File: config.mk
export PLATFORM = sky130hd
export DESIGN_NAME = bra_cfg
export DESIGN_NICKNAME = d
export VERILOG_FILES = /design/src/rtl/bra_pkg.sv /design/src/rtl/bra_cfg.sv
export SDC_FILE = /design/constraint.sdc
export NUM_CORES = 1
export LEC_CHECK = 0
export BUFFER_PORTS_ARGS = -buffer_cell sky130_fd_sc_hd__buf_4
export CAP_MARGIN = 20
export CORE_MARGIN = 2
export CORE_UTILIZATION = 43
export DETAILED_ROUTE_END_ITERATION = 12
export GPL_TIMING_DRIVEN = 0
export PLACE_DENSITY = 0.8
export SLEW_MARGIN = 20
export SYNTH_ARGS = -nofsm -noshare
export SYNTH_HDL_FRONTEND = slang
export SYNTH_SLANG_ARGS = --single-unit
File: constraint.sdc
create_clock -name clk -period 1.1 [get_ports clk]
set_input_delay 0.165 -clock clk [delete_from_list [all_inputs] [get_ports clk]]
set_output_delay 0.165 -clock clk [all_outputs]
set_load 0.05 [all_outputs]
File: src/rtl/bra_pkg.sv
// ----------------------------------------------------------------------------
// bra_pkg
// Shared constants, codes and controller/datapath interface types of the
// bitmap run allocator.
// ----------------------------------------------------------------------------
package bra_pkg;

  localparam int NUM_UNITS  = 1024;
  localparam int UNIT_SHIFT = 12;

  localparam int ADDR_W  = 64;
  localparam int SIZE_W  = 32;
  localparam int UNITS_W = 11;
  localparam int COUNT_W = 11;

  localparam int UIDX_W    = $clog2(NUM_UNITS);
  localparam int CNT_W     = UIDX_W + 1;
  localparam int WORD_W    = (NUM_UNITS >= 64) ? 32 : NUM_UNITS / 2;
  localparam int BIT_W     = $clog2(WORD_W);
  localparam int NUM_WORDS = NUM_UNITS / WORD_W;
  localparam int WADDR_W   = $clog2(NUM_WORDS);
  localparam int REQ_W     = SIZE_W + 1 - UNIT_SHIFT;

  localparam logic [SIZE_W:0] UNIT_MASK =
    (SIZE_W + 1)'((64'd1 << UNIT_SHIFT) - 64'd1);

  localparam int APB_AW = 4;
  localparam int APB_DW = 64;
  localparam logic REG_BASE  = 1'b0;
  localparam logic REG_UNITS = 1'b1;
  localparam logic [UNITS_W-1:0] UNITS_RESET = UNITS_W'(1024);

  typedef enum logic [1:0] {
    STAT_OK      = 2'd0,
    STAT_NO_MEM  = 2'd1,
    STAT_BAD_PTR = 2'd2,
    STAT_BAD_REC = 2'd3
  } status_t;

  typedef enum logic [1:0] {
    FIN_NONE,
    FIN_ALLOC,
    FIN_FREE
  } fin_t;

  typedef enum logic [2:0] {
    S_CLEAR,
    S_IDLE,
    S_ALLOC_CHK,
    S_SCAN,
    S_FREE_CHK,
    S_FREE_REC,
    S_MARK_INIT,
    S_MARK
  } state_t;

  typedef struct packed {
    logic    clr_step;
    logic    load;
    logic    scan_init;
    logic    scan_step;
    logic    free_rd;
    logic    rec_load;
    logic    mark_init;
    logic    mark_step;
    logic    finish;
    fin_t    fin_kind;
    status_t fin_status;
  } dp_cmd_t;

  typedef struct packed {
    logic clr_done;
    logic is_free;
    logic req_zero;
    logic req_big;
    logic scan_found;
    logic scan_fail;
    logic addr_zero;
    logic ptr_bad;
    logic rec_zero;
    logic rec_bad;
    logic mark_done;
  } dp_stat_t;

endpackage

File: src/rtl/bra_cfg.sv
// ----------------------------------------------------------------------------
// bra_cfg
// APB register file: pool base address and pool size, with the pool size
// saturated to the number of units the allocator holds.
// ----------------------------------------------------------------------------
module bra_cfg (
  input  logic                       clk,
  input  logic                       rst_n,
  input  logic                       psel,
  input  logic                       penable,
  input  logic                       pwrite,
  input  logic [bra_pkg::APB_AW-1:0] paddr,
  input  logic [bra_pkg::APB_DW-1:0] pwdata,
  output logic [bra_pkg::APB_DW-1:0] prdata,
  output logic                       pready,
  output logic [bra_pkg::ADDR_W-1:0] base,
  output logic [bra_pkg::CNT_W-1:0]  pool_n
);
  import bra_pkg::*;

  localparam int SAT_W = (CNT_W > UNITS_W) ? CNT_W : UNITS_W;

  logic [ADDR_W-1:0]  base_r;
  logic [UNITS_W-1:0] units_r;
  logic               wr_en;
  logic               reg_sel;
  logic [SAT_W-1:0]   units_ext;

  assign pready  = 1'b1;
  assign wr_en   = psel & penable & pwrite;
  assign reg_sel = paddr[APB_AW-1];

  always_ff @(posedge clk) begin
    if (!rst_n) begin
      base_r  <= '0;
      units_r <= UNITS_RESET;
    end else if (wr_en) begin
      case (reg_sel)
        REG_BASE:  base_r  <= pwdata[ADDR_W-1:0];
        REG_UNITS: units_r <= pwdata[UNITS_W-1:0];
        default: ;
      endcase
    end
  end

  always_comb begin
    case (reg_sel)
      REG_BASE:  prdata = base_r;
      REG_UNITS: prdata = APB_DW'(units_r);
      default:   prdata = '0;
    endcase
  end

  assign units_ext = SAT_W'(units_r);
  assign base      = base_r;
  assign pool_n    = (units_ext > SAT_W'(NUM_UNITS)) ? CNT_W'(NUM_UNITS)
                                                     : CNT_W'(units_ext);

endmodule

==> impl_metrics.env <==
export IMPL_run_status="finished with violations"
export IMPL_failed_checks="setup timing"
export IMPL_maxCapViolCount=0
export IMPL_cp_slowest_cell="dfxtp_2"
export IMPL_fin_worst_skew_ps=0
export IMPL_grt_pass1_wl_mm=18.6
export IMPL_clk_insertion_delay_late_ps=330
export IMPL_max_stage_delay_ps=330
export IMPL_vias=3885
export IMPL_place_ws_ps=-412
export IMPL_path_depth=4
export IMPL_powerDensity_mw_per_mm2=956
export IMPL_cts_tree="done"
export IMPL_num_io_pins=213
export IMPL_criticalPathCategory="register to output pin"
export IMPL_max_freq_mhz=698
export IMPL_nets=739
export IMPL_syn_inst=401
export IMPL_leakagePower_uw=0.00307
export IMPL_hold_viol=0
export IMPL_setup_viol=79
export IMPL_power_share_clock=0.381
export IMPL_drive_gt1_frac=0.663
export IMPL_yosysTopAreaCell="dfxtp_1"
export IMPL_reg2regPathDepth=3
export IMPL_cts_made_buffers=9
export IMPL_gr_usage_met2=0.513
export IMPL_ys_warn_count=0
export IMPL_critPathArrivalTime_ps=1270
export IMPL_use_met1=0.289
export IMPL_routedWlPerCell_um=17.5
export IMPL_combinationalPowerShare=0.196
export IMPL_hold_depth=3
export IMPL_viasPerCell=5.01
export IMPL_htreeDepth=3
export IMPL_hpwlAfterDp_mm=8.44
export IMPL_cts_sinks=75
export IMPL_start_util=0.436
export IMPL_grt_max_degree=13
export IMPL_cp_cell_sequence="clkbuf_16 > buf_4 > nor2b_4 > buf_6"
export IMPL_cts_hold_buf=0
export IMPL_grt_ovfl_total=0
export IMPL_clockBufferDepth=2
export IMPL_wirelength_mm=13.6
export IMPL_drc_errors=0
export IMPL_die_y_um=94.6
export IMPL_synthTopCellsByArea="dfxtp_1, mux2i_1, nand2_1"
export IMPL_final_setup_tns_ps=-7220
export IMPL_die_w_um=94.6
export IMPL_port_buffers=207
export IMPL_p_sw_uw=1790
export IMPL_crit_fanout=10
export IMPL_fin_util=0.866
export IMPL_finalCritPeriodShare=1.30
export IMPL_p_sw_frac=0.267
export IMPL_internal_power_uw=4920
export IMPL_grt_busiest_layer="met2"
export IMPL_worstPathRequired_ps=940
export IMPL_antenna_found_initial=0
export IMPL_worst_pin_slew_ps=521
export IMPL_grt_pass1_vias=3702
export IMPL_end_kind="output pin"
export IMPL_worstHoldPathType="input pin to register"
export IMPL_synth_distinct_cells=13
export IMPL_drt_pass1_iter_count=4
export IMPL_synth_top_cell_area_share=0.426
export IMPL_gp_congestion=0.813
export IMPL_fin_crit_ps=1430
export IMPL_syn_cell_area_mm2=0.00353
export IMPL_use_met3=0.0455
export IMPL_seqPwrFrac=0.423
export IMPL_maxSlewViolCount=0
export IMPL_synth_async_sr_flop_share=0
export IMPL_clock_root_buffer="clkbuf_8"
export IMPL_post_synth_top_count_cell="nand2_1"
export IMPL_startpoint_type="register"
export IMPL_ys_flop_type="dfxtp_1"
export IMPL_core_area_mm2=0.00809
export IMPL_antenna_left=0
export IMPL_drtIter0Drc=137
export IMPL_syn_nets=474
export IMPL_rsz0062_at_grt="yes"
export IMPL_synth_edf_count=0
export IMPL_finalWorstSetupSlack_ps=-333
export IMPL_area_growth_syn_to_layout_pct=98.8
export IMPL_clk_pin_slew_ps=80
export IMPL_num_antenna_cells=0
export IMPL_slew_limit_headroom=0.652
export IMPL_path_buf_inv=3
export IMPL_ys_ff_latch=75
export IMPL_yosysSeqAreaShare=0.426
export IMPL_vdd_ir_drop_worst_v=0.000735
export IMPL_syn_avg_cell_area_um2=8.79
export IMPL_die_area_mm2=0.00894
export IMPL_rows=33
export IMPL_track_usage=0.270
export IMPL_crit_family="buffers and inverters"
export IMPL_yosys_top_cells_count="nand2_1, dfxtp_1, mux2i_1, nor2b_1, buf_2"
-- state kept, by name, indices dropped and copies added, names as in the netlist --
name / flops
base: 64
units_ext: 11
-- worst min-delay path: cells and delay by family --
kind | cells | cell delay (ps)
buf+inv | 1 | 110
simple gates | 1 | 50
mux | 1 | 60
-- through the flow --
stage / power, µW / cells / hold WS, ps / area [µm²]
floorplan: 3610 / 401 / 300 / 4030
global placement: 4010 / 713 / 414 / 5720
detailed placement: 4030 / 713 / 421 / 5720
CTS: 6650 / 756 / 61.5 / 6690
global route: 6910 / 775 / 65.0 / 7010
finish: 6700 / 775 / 77.0 / 7010
-- per-layer routing --
| metal | routed length, µm | share of wire |
|---|---|---|
| met2 | 7660 | 0.56 |
| met3 | 748 | 0.055 |
| met1 | 4680 | 0.35 |
| met4 | 470 | 0.035 |
| met5 | 0 | 0 |
-- logic make-up (layout without fill, tap and decap cells) --
family	after synthesis	in the layout	synth area share
buffers and inverters	34	303	0.0582
flip-flops	75	75	0.426
AND/OR/NAND/NOR	205	205	0.267
multiplexers	86	86	0.248
other	1	1	0.00106
-- cell usage in the layout (no fill, tap or decap), drive strengths merged --
| master | n |
|---|---|
| conb | 1 |
| dfxtp | 75 |
| and4b | 1 |
| mux2 | 11 |
| bufinv | 3 |
| nand4 | 1 |
| clkinv | 1 |
| nand2 | 138 |
| mux2i | 75 |
| clkbuf | 18 |
| nor2b | 65 |
| buf | 281 |
-- layout make-up --
class,count,area (µm²)
plain buffers,33,263
flip-flops and latches,75,1600
fillers,410,1080
clock buffers,11,141
repair buffers,255,2450
well taps,105,131
clock inverters,4,98.8
multi-input cells,292,2330
-- timing repair --
action / CTS / global route
buffers inserted: 29 / 20
cloned: 0 / 0
resized for setup: 142 / 50
endpoints found under the setup margin: 75 / 87
-- power groups by stage --
stage                     clock (µW)  combinational, µW  sequential [µW]
after floorplan                    0                549             3060
after global placement             0               1120             2890
after detailed placement           0               1130             2900
after CTS                       2580               1240             2830
after global routing            2690               1370             2840
final                           2560               1310             2840
-- path summary, 6_finish.rpt --
| check | start | end | slack [ps] |
|---|---|---|---|
| setup reg to reg | base[5] | base[5] | 270 |
| setup / recovery | units_ext[10] | pool_n[4] | -330 |
| hold reg to reg | base[31] | base[31] | 470 |
| hold / removal | pwdata[25] | base[25] | 80 |
Power figures use the tool's default switching activity.
