--- src/rtl/bra_pkg.sv ---
// ----------------------------------------------------------------------------
// bra_pkg
// Shared constants, codes and controller/datapath interface types of the
// bitmap run allocator.
// ----------------------------------------------------------------------------
package bra_pkg;

  localparam int NUM_UNITS  = 1024;
  localparam int UNIT_SHIFT = 12;

  localparam int ADDR_W  = 64;
  localparam int SIZE_W  = 32;
  localparam int UNITS_W = 11;
  localparam int COUNT_W = 11;

  localparam int UIDX_W    = $clog2(NUM_UNITS);
  localparam int CNT_W     = UIDX_W + 1;
  localparam int WORD_W    = (NUM_UNITS >= 64) ? 32 : NUM_UNITS / 2;
  localparam int BIT_W     = $clog2(WORD_W);
  localparam int NUM_WORDS = NUM_UNITS / WORD_W;
  localparam int WADDR_W   = $clog2(NUM_WORDS);
  localparam int REQ_W     = SIZE_W + 1 - UNIT_SHIFT;

  localparam logic [SIZE_W:0] UNIT_MASK =
    (SIZE_W + 1)'((64'd1 << UNIT_SHIFT) - 64'd1);

  localparam int APB_AW = 4;
  localparam int APB_DW = 64;
  localparam logic REG_BASE  = 1'b0;
  localparam logic REG_UNITS = 1'b1;
  localparam logic [UNITS_W-1:0] UNITS_RESET = UNITS_W'(1024);

  typedef enum logic [1:0] {
    STAT_OK      = 2'd0,
    STAT_NO_MEM  = 2'd1,
    STAT_BAD_PTR = 2'd2,
    STAT_BAD_REC = 2'd3
  } status_t;

  typedef enum logic [1:0] {
    FIN_NONE,
    FIN_ALLOC,
    FIN_FREE
  } fin_t;

  typedef enum logic [2:0] {
    S_CLEAR,
    S_IDLE,
    S_ALLOC_CHK,
    S_SCAN,
    S_FREE_CHK,
    S_FREE_REC,
    S_MARK_INIT,
    S_MARK
  } state_t;

  typedef struct packed {
    logic    clr_step;
    logic    load;
    logic    scan_init;
    logic    scan_step;
    logic    free_rd;
    logic    rec_load;
    logic    mark_init;
    logic    mark_step;
    logic    finish;
    fin_t    fin_kind;
    status_t fin_status;
  } dp_cmd_t;

  typedef struct packed {
    logic clr_done;
    logic is_free;
    logic req_zero;
    logic req_big;
    logic scan_found;
    logic scan_fail;
    logic addr_zero;
    logic ptr_bad;
    logic rec_zero;
    logic rec_bad;
    logic mark_done;
  } dp_stat_t;

endpackage

--- src/rtl/bra_ctrl.sv ---
// ----------------------------------------------------------------------------
// bra_ctrl
// Request sequencer: clearing pass after reset, allocate check and scan,
// free check and record fetch, run marking, result issue.
// ----------------------------------------------------------------------------
module bra_ctrl (
  input  logic              clk,
  input  logic              rst_n,
  input  logic              start,
  input  logic              action,
  input  bra_pkg::dp_stat_t stat,
  output bra_pkg::dp_cmd_t  cmd,
  output logic              busy
);
  import bra_pkg::*;

  state_t state_r;
  state_t state_nxt;

  always_ff @(posedge clk) begin
    if (!rst_n) begin
      state_r <= S_CLEAR;
    end else begin
      state_r <= state_nxt;
    end
  end

  assign busy = (state_r != S_IDLE);

  always_comb begin
    state_nxt = state_r;
    case (state_r)
      S_CLEAR: begin
        if (stat.clr_done) state_nxt = S_IDLE;
      end
      S_IDLE: begin
        if (start) state_nxt = action ? S_FREE_CHK : S_ALLOC_CHK;
      end
      S_ALLOC_CHK: begin
        state_nxt = (stat.req_zero || stat.req_big) ? S_IDLE : S_SCAN;
      end
      S_SCAN: begin
        if (stat.scan_found) state_nxt = S_MARK_INIT;
        else if (stat.scan_fail) state_nxt = S_IDLE;
      end
      S_FREE_CHK: begin
        state_nxt = (stat.addr_zero || stat.ptr_bad) ? S_IDLE : S_FREE_REC;
      end
      S_FREE_REC: begin
        state_nxt = (stat.rec_zero || stat.rec_bad) ? S_IDLE : S_MARK_INIT;
      end
      S_MARK_INIT: begin
        state_nxt = S_MARK;
      end
      S_MARK: begin
        if (stat.mark_done) state_nxt = S_IDLE;
      end
      default: state_nxt = S_CLEAR;
    endcase
  end

  always_comb begin
    cmd            = '0;
    cmd.fin_kind   = FIN_NONE;
    cmd.fin_status = STAT_OK;
    case (state_r)
      S_CLEAR: begin
        cmd.clr_step = 1'b1;
      end
      S_IDLE: begin
        cmd.load = start;
      end
      S_ALLOC_CHK: begin
        if (stat.req_zero) begin
          cmd.finish = 1'b1;
        end else if (stat.req_big) begin
          cmd.finish     = 1'b1;
          cmd.fin_status = STAT_NO_MEM;
        end else begin
          cmd.scan_init = 1'b1;
        end
      end
      S_SCAN: begin
        cmd.scan_step = 1'b1;
        if (!stat.scan_found && stat.scan_fail) begin
          cmd.finish     = 1'b1;
          cmd.fin_status = STAT_NO_MEM;
        end
      end
      S_FREE_CHK: begin
        if (stat.addr_zero) begin
          cmd.finish = 1'b1;
        end else if (stat.ptr_bad) begin
          cmd.finish     = 1'b1;
          cmd.fin_status = STAT_BAD_PTR;
        end else begin
          cmd.free_rd = 1'b1;
        end
      end
      S_FREE_REC: begin
        if (stat.rec_zero) begin
          cmd.finish = 1'b1;
        end else if (stat.rec_bad) begin
          cmd.finish     = 1'b1;
          cmd.fin_status = STAT_BAD_REC;
        end else begin
          cmd.rec_load = 1'b1;
        end
      end
      S_MARK_INIT: begin
        cmd.mark_init = 1'b1;
      end
      S_MARK: begin
        cmd.mark_step = 1'b1;
        if (stat.mark_done) begin
          cmd.finish   = 1'b1;
          cmd.fin_kind = stat.is_free ? FIN_FREE : FIN_ALLOC;
        end
      end
      default: ;
    endcase
  end

endmodule

--- config.mk ---
export PLATFORM = sky130hd
export DESIGN_NAME = bra_ctrl
export DESIGN_NICKNAME = d
export VERILOG_FILES = /design/src/rtl/bra_pkg.sv /design/src/rtl/bra_ctrl.sv
export SDC_FILE = /design/constraint.sdc
export NUM_CORES = 1
export LEC_CHECK = 0
export ABC_AREA = 1
export BUFFER_PORTS_ARGS = -buffer_cell sky130_fd_sc_hd__buf_4
export CAP_MARGIN = 40
export CORE_AREA = 2 2 39 41
export CTS_BUF_LIST = sky130_fd_sc_hd__clkbuf_8
export DETAILED_ROUTE_END_ITERATION = 16
export DIE_AREA = 0 0 41 43
export PLACE_DENSITY = 0.7
export SYNTH_ARGS = -nofsm -noshare
export SYNTH_HDL_FRONTEND = slang
export SYNTH_SLANG_ARGS = --single-unit
--- constraint.sdc ---
create_clock -name clk -period 1.2 [get_ports clk]
set_input_delay 0.06 -clock clk [delete_from_list [all_inputs] [get_ports clk]]
set_output_delay 0.06 -clock clk [all_outputs]
set_load 0.01 [all_outputs]
==> results.py, run 1 <==
metrics = {
    "place": {
        "place_congestion": 0.7478,
        "place_hpwl_um": 1071,
        "io_buffers": 28,
        "dpl_worst_slack_ns": -0.08190,
    },
    "min_path": {
        "hold_depth": 3,
        "min_to": "state_r[0]$_SDFFE_PN0P_",
        "hp-class": "input port to flop",
        "hp-start": "rst_n",
    },
    "clock_network": {
        "cts_tree": "yes",
        "clk_latency_ns": 0.22,
        "cts_max_path_buffers": 2,
        "h-tree-depth": 1,
        "clk_pin_slew_ns": 0.03,
        "cts_buffers": 3,
        "cts-root-buf": "clkbuf_8",
        "clock-sinks": 3,
    },
    "floorplanning": {
        "die_h_um": 43,
        "ioPinCount": 29,
        "start_util": 0.3553,
        "fp.dieW_um": 41,
        "row_count": 14,
        "die-area_um2": 1763,
        "core_region_area_um2": 1384,
    },
    "logic_synthesis": {
        "synth_seq_cells": 3,
        "syn_nets": 93,
        "yosys_warnings": 0,
        "syn_area_um2": 491.7,
        "post_synth.cell_area_avg_um2": 6.304,
        "yosysSeqAreaShare": 0.1221,
        "synthCells": 78,
        "synth_cell_types": 21,
    },
    "worst_setup_path": {
        "ff2ff_setup_slack_ns": -0.06,
        "startpoint_type": "flop",
        "reg2regPathDepth": 8,
        "critPathKind": "flop to primary output",
        "reg2reg_to": "state_r[2]$_SDFFE_PN0P_",
        "cp.required_ns": 1.14,
        "r2r_start": "state_r[1]$_SDFFE_PN0P_",
        "cp_max_fo": 5,
        "end_kind": "primary output",
        "crit_arrival_ns": 1.29,
    },
    "sta": {
        "rsz0062_at_grt": "true",
        "min_period_ns": 1.345,
        "setup_violations": 11,
        "slew_viol_final": 0,
        "finalCritPeriodShare": 1.121,
        "totalNegativeSetupSlack_ns": -0.7596,
        "worst_pin_slew_ns": 0.2941,
        "hold_viol_final": 0,
        "timing.final.ws_setup_ns": -0.1453,
        "fmax_mhz": 743.3,
        "relSlewSlack": 0.8032,
        "skew_ns": 0.004269,
    },
    "grt": {
        "grt_max_degree": 9,
        "antenna_found_initial": 0,
        "grt_overflow_total": 0,
        "grt_pass1_vias": 584,
        "grt_pass1_wl_um": 2387,
        "grt_usage": 0.2018,
    },
    "routing": {
        "detail_route.wl_per_cell_um": 12.56,
        "drc_errors": 0,
        "ant_nets": 0,
        "post_drt_via_cell_ratio": 4.858,
        "first_pass_iters": 3,
        "wl_um": 1771,
        "drt_iter0_drc": 6,
        "num_vias": 685,
    },
    "final_layout": {
        "top_regs": "state_r (3)",
        "seqCellArea_um2": 68.82,
        "largest_reg_flops": 3,
        "final_common_cell": "buf_4",
        "regMostFlops": "state_r",
        "final_cell_mix": "35 x buf_4, 11 x nand2_1, 11 x inv_1, 9 x buf_6, 8 x nor2_1",
        "n_fill_cell": 114,
        "multi_input_area_um2": 425.4,
        "nets": 141,
        "syn2layout_area_growth_pct": 105.1,
        "utilization": 0.7288,
        "insertedDiodeCount": 0,
        "drive_gt1_frac": 0.6320,
    },
    "status": {
        "status": "finished, violations left",
        "violations": "negative setup slack",
    },
    "pwr": {
        "irDropWorstVdd_mv": 0.6209,
        "powerDensity_nw_per_um2": 804.6,
        "power.total_w": 0.0008114,
        "cellLeakagePower_nw": 0.5358,
    },
    "run": {
        "drv_cap": 0,
    },
}
[cell type report]
class / instances / area share
clock inverter: 1 / 0.003722
tap: 16 / 0.01985
multi-input combinational: 60 / 0.4218
clock buffer: 3 / 0.04094
timing repair buffer: 46 / 0.4007
inverter: 12 / 0.04466
sequential: 3 / 0.06824
[logic make-up after synthesis]
logic type             share of synthesized area
AOI/OAI and AO/OA                         0.1018
buffers and inverters                     0.1603
DFF                                       0.1221
and+or+nand+nor                           0.6158
[cell usage after synthesis]
master	instances	area, um2
nand3_2	1	10.01
o21a_1	1	7.510
nand3b_1	2	15.01
nand3b_4	1	20.02
buf_6	3	33.78
nand4_1	1	6.260
o211ai_1	1	7.510
nand2_1	15	56.30
nor3_1	2	10.01
nor2_4	4	45.04
inv_2	1	3.750
a21oi_1	4	20.02
dfxtp_1	3	60.06
nand2_4	1	11.26
nor2_2	2	12.51
nand2_2	3	18.77
nor2_1	11	41.29
inv_1	11	41.29
nand3_1	7	35.03
o21ai_1	3	15.01
nand4_4	1	21.27
[critical path, stage by stage, from the launching register on]
cell and delay, ns:
dfxtp_4 0.36, buf_6 0.14, inv_2 0.05, nor2_4 0.11, nand2_2 0.08, nor2_2 0.08
nand2_1 0.06, nand3_1 0.07, buf_4 0.12
[worst max-delay path by stage]
| stage | from | end | slack (ns) |
|---|---|---|---|
| 5_1_grt | state_r[1]$_SDFFE_PN0P_ | cmd[0] | -0.22 |
| 3_5_place_dp | state_r[0]$_SDFFE_PN0P_ | cmd[4] | -0.08 |
| 6_report | state_r[1]$_SDFFE_PN0P_ | cmd[0] | -0.15 |
| 4_1_cts | state_r[1]$_SDFFE_PN0P_ | cmd[4] | -0.12 |
| 3_3_place_gp | state_r[0]$_SDFFE_PN0P_ | cmd[4] | -0.1 |
| 2_1_floorplan | state_r[1]$_SDFFE_PN0P_ | cmd[2] | 0.09 |
[what timing repair did]
item | 4_1_cts | 5_1_grt
setup buffers | 10 | 3
gates resized for setup | 16 | 17
pin swaps | 7 | 5
hold buffers | 0 | 0
setup endpoints to repair | 12 | 14
endpoints found under the hold margin | 0 | 0
[routing by layer]
layer,track usage,up-vias,part of all wire
li1,-,344,-
met4,0.08000,0,0.0062
met5,0,-,0
met3,0.05236,2,0.062
met2,0.3469,29,0.55
met1,0.2186,310,0.38
[report_power, final]
| part | internal [W] | total, W | leakage (nW) | switching [W] |
|---|---|---|---|---|
| sequential | 0.000111 | 0.000123 | 0.0264 | 0.0000122 |
| clock | 0.000218 | 0.000283 | 0.0269 | 0.0000652 |
| combinational | 0.000217 | 0.000406 | 0.483 | 0.000189 |
| total | 0.000545 | 0.000811 | 0.536 | 0.000266 |
[per-stage QoR]
stage	std cells	hold WS (ns)	cell area [um2]
floorplan	78	0.1675	491.7
global route	141	0.08639	1008
detailed placement	124	0.3125	750.7
CTS	138	0.07865	924.6
finish	141	0.07911	1008
global placement	124	0.3129	750.7
Note: power is estimated with default switching activity, not from simulation.
==> inputs of run 2 (changes only) <==
clock period = 1.4 ns   (was 1.2 ns; I/O delays follow)
==> run 2 against run 1 <==
Compared with the run above: the run now ends clean; clock-buffer cell count unchanged; routed wire length down 22%; clock skew fell by 0.0028 ns; combinational power is 41% lower; clock power is 12% lower; global-route usage decreased by 3.3 points; first-iteration DRC count fell by 33%; flip-flop and latch count is the same; die area is the same; register-to-register slack improved by 0.20 ns; critical path depth fell by 2; total power fell by 27%; critical path type unchanged.
==> results.py, run 2 (synthesis gave the netlist of run 1 again) <==
metrics = {
    "final_layout": {
        "multi_input_area_um2": 367.9,
        "regMostFlops": "state_r",
        "largest_reg_flops": 3,
        "layout.cells.non_filler": 131,
        "syn2layout_area_growth_pct": 67.68,
        "nets": 131,
        "final_area_um2": 824.5,
        "final_cell_mix": "34 x buf_4, 15 x nand2_1, 12 x inv_1, 11 x nor2_1, 6 x nand3_1",
        "drive_gt1_frac": 0.4957,
        "top_regs": "state_r (3)",
        "final_common_cell": "buf_4",
        "insertedDiodeCount": 0,
        "seqCellArea_um2": 65.06,
        "n_fill_cell": 147,
    },
    "floorplanning": {
        "core_region_area_um2": 1384,
        "start_util": 0.3553,
        "die-area_um2": 1763,
        "die_h_um": 43,
        "row_count": 14,
        "fp.dieW_um": 41,
        "ioPinCount": 29,
    },
    "pwr": {
        "internal_power_w": 0.0004008,
        "power_frac_clock": 0.417,
        "p_sw_frac": 0.3261,
        "irDropWorstVdd_mv": 0.5658,
        "powerDensity_nw_per_um2": 721.3,
        "comb_power_share": 0.406,
        "pwr-share-seq": 0.177,
        "cellLeakagePower_nw": 0.4540,
        "power.switching_w": 0.0001939,
    },
    "clock_network": {
        "clk_latency_ns": 0.22,
        "h-tree-depth": 1,
        "clock-sinks": 3,
        "clk_pin_slew_ns": 0.03,
        "cts-root-buf": "clkbuf_8",
        "cts_buffers": 3,
        "cts_max_path_buffers": 2,
        "cts_tree": "yes",
    },
    "grt": {
        "grt_overflow_total": 0,
        "grt_max_degree": 8,
        "grt_usage": 0.1683,
        "use_met3": 0.01571,
        "grtUsageMet1": 0.1853,
        "grt_pass1_wl_um": 2035,
        "antenna_found_initial": 0,
        "grt_pass1_vias": 513,
        "use_met2": 0.3063,
        "grt-busiest-layer": "met2",
    },
    "status": {
        "status": "complete, no violations",
    },
    "sta": {
        "rsz0062_at_grt": "false",
        "skew_ns": 0.001512,
        "setup_violations": 0,
        "hold_ws_ns": 0.09259,
        "slew_viol_final": 0,
        "relSlewSlack": 0.8647,
        "finalCritPeriodShare": 0.9424,
        "totalNegativeSetupSlack_ns": 0,
        "worst_pin_slew_ns": 0.2023,
        "hold_viol_final": 0,
        "fmax_mhz": 757.9,
        "min_period_ns": 1.319,
    },
    "routing": {
        "first_pass_iters": 3,
        "detail_route.wl_per_cell_um": 10.55,
        "wl_um": 1382,
        "num_vias": 610,
        "ant_nets": 0,
        "drc_errors": 0,
        "drt_iter0_drc": 4,
        "post_drt_via_cell_ratio": 4.656,
    },
    "worst_setup_path": {
        "startpoint_type": "flop",
        "crit_path_cell_trace": "buf_8, inv_2, nor2_4, nand2_1, o211ai_1, buf_4",
        "cp_num_buf_inv": 3,
        "critPathKind": "flop to primary output",
        "end_kind": "primary output",
        "critPathSlowestCell": "dfxtp_4",
        "slowest_delay_ns": 0.36,
        "critical_path.top_delay_family": "flip-flops",
        "crit_arrival_ns": 1.25,
        "cp_max_fo": 7,
        "cp.required_ns": 1.33,
    },
    "min_path": {
        "hp-class": "input port to flop",
    },
    "place": {
        "placed_cells": 124,
        "placed_area_um2": 725.7,
        "io_buffers": 28,
        "place_congestion": 0.7350,
        "place_hpwl_um": 1084,
    },
    "run": {
        "drv_cap": 0,
    },
}
run 2: cell type report:
cell class / instances / area share
clock buffer: 3 / 0.05008
clock inverter: 1 / 0.004552
inverter: 12 / 0.05463
multi-input combinational: 60 / 0.4461
sequential: 3 / 0.07891
tap: 16 / 0.02428
timing repair buffer: 36 / 0.3414
run 2: final timing paths:
check / from / slack [ns] / to / cells past startpoint
max: state_r[1]$_SDFFE_PN0P_ / 0.08 / cmd[4] / 6
min: rst_n / 0.09 / state_r[0]$_SDFFE_PN0P_ / 3
max reg2reg: state_r[2]$_SDFFE_PN0P_ / 0.14 / state_r[1]$_SDFFE_PN0P_ / 8
min reg2reg: state_r[1]$_SDFFE_PN0P_ / 0.67 / state_r[1]$_SDFFE_PN0P_ / 3
run 2: per-layer routing:
metal | up-vias | share of wire
met5 | - | 0
met4 | 0 | 0.012
met3 | 2 | 0.075
met2 | 25 | 0.52
met1 | 263 | 0.39
li1 | 320 | -
run 2: worst register-to-register path, stage by stage, from the launching register on:
cell and delay, ns:
dfxtp_1 0.38, buf_4 0.18, nor2_4 0.04, buf_4 0.13, nand2_2 0.08, nand2_4 0.06
nor2_4 0.10, o21ai_1 0.09, a21oi_1 0.13
run 2: stage by stage:
stage | utilization | setup WS [ns] | total power [W]
after floorplan | - | 0.2753 | 0.0002442
after global placement | 0.5244 | 0.2146 | 0.0003249
after detailed placement | 0.5244 | 0.1930 | 0.0003278
after CTS | 0.5642 | 0.01298 | 0.0005822
after global routing | 0.5958 | 0.001149 | 0.0006359
final | 0.5958 | 0.08058 | 0.0005947
run 2: what timing repair did:
| action | 4_1_cts | 5_1_grt |
|---|---|---|
| hold buffers | 0 | 0 |
| gates resized for setup | 3 | 6 |
| setup buffers | 0 | 3 |
| pin swaps | 0 | 1 |
| cloned | 0 | 0 |
| setup endpoints to repair | 2 | 3 |
run 2: power groups by stage:
| stage | sequential [W] | combinational, W | clock (W) |
|---|---|---|---|
| after detailed placement | 0.000105 | 0.000223 | 0 |
| after floorplan | 0.000101 | 0.000143 | 0 |
| after global routing | 0.000107 | 0.000266 | 0.000263 |
| final | 0.000105 | 0.000241 | 0.000248 |
| after global placement | 0.000104 | 0.000221 | 0 |
| after CTS | 0.000105 | 0.000228 | 0.000250 |
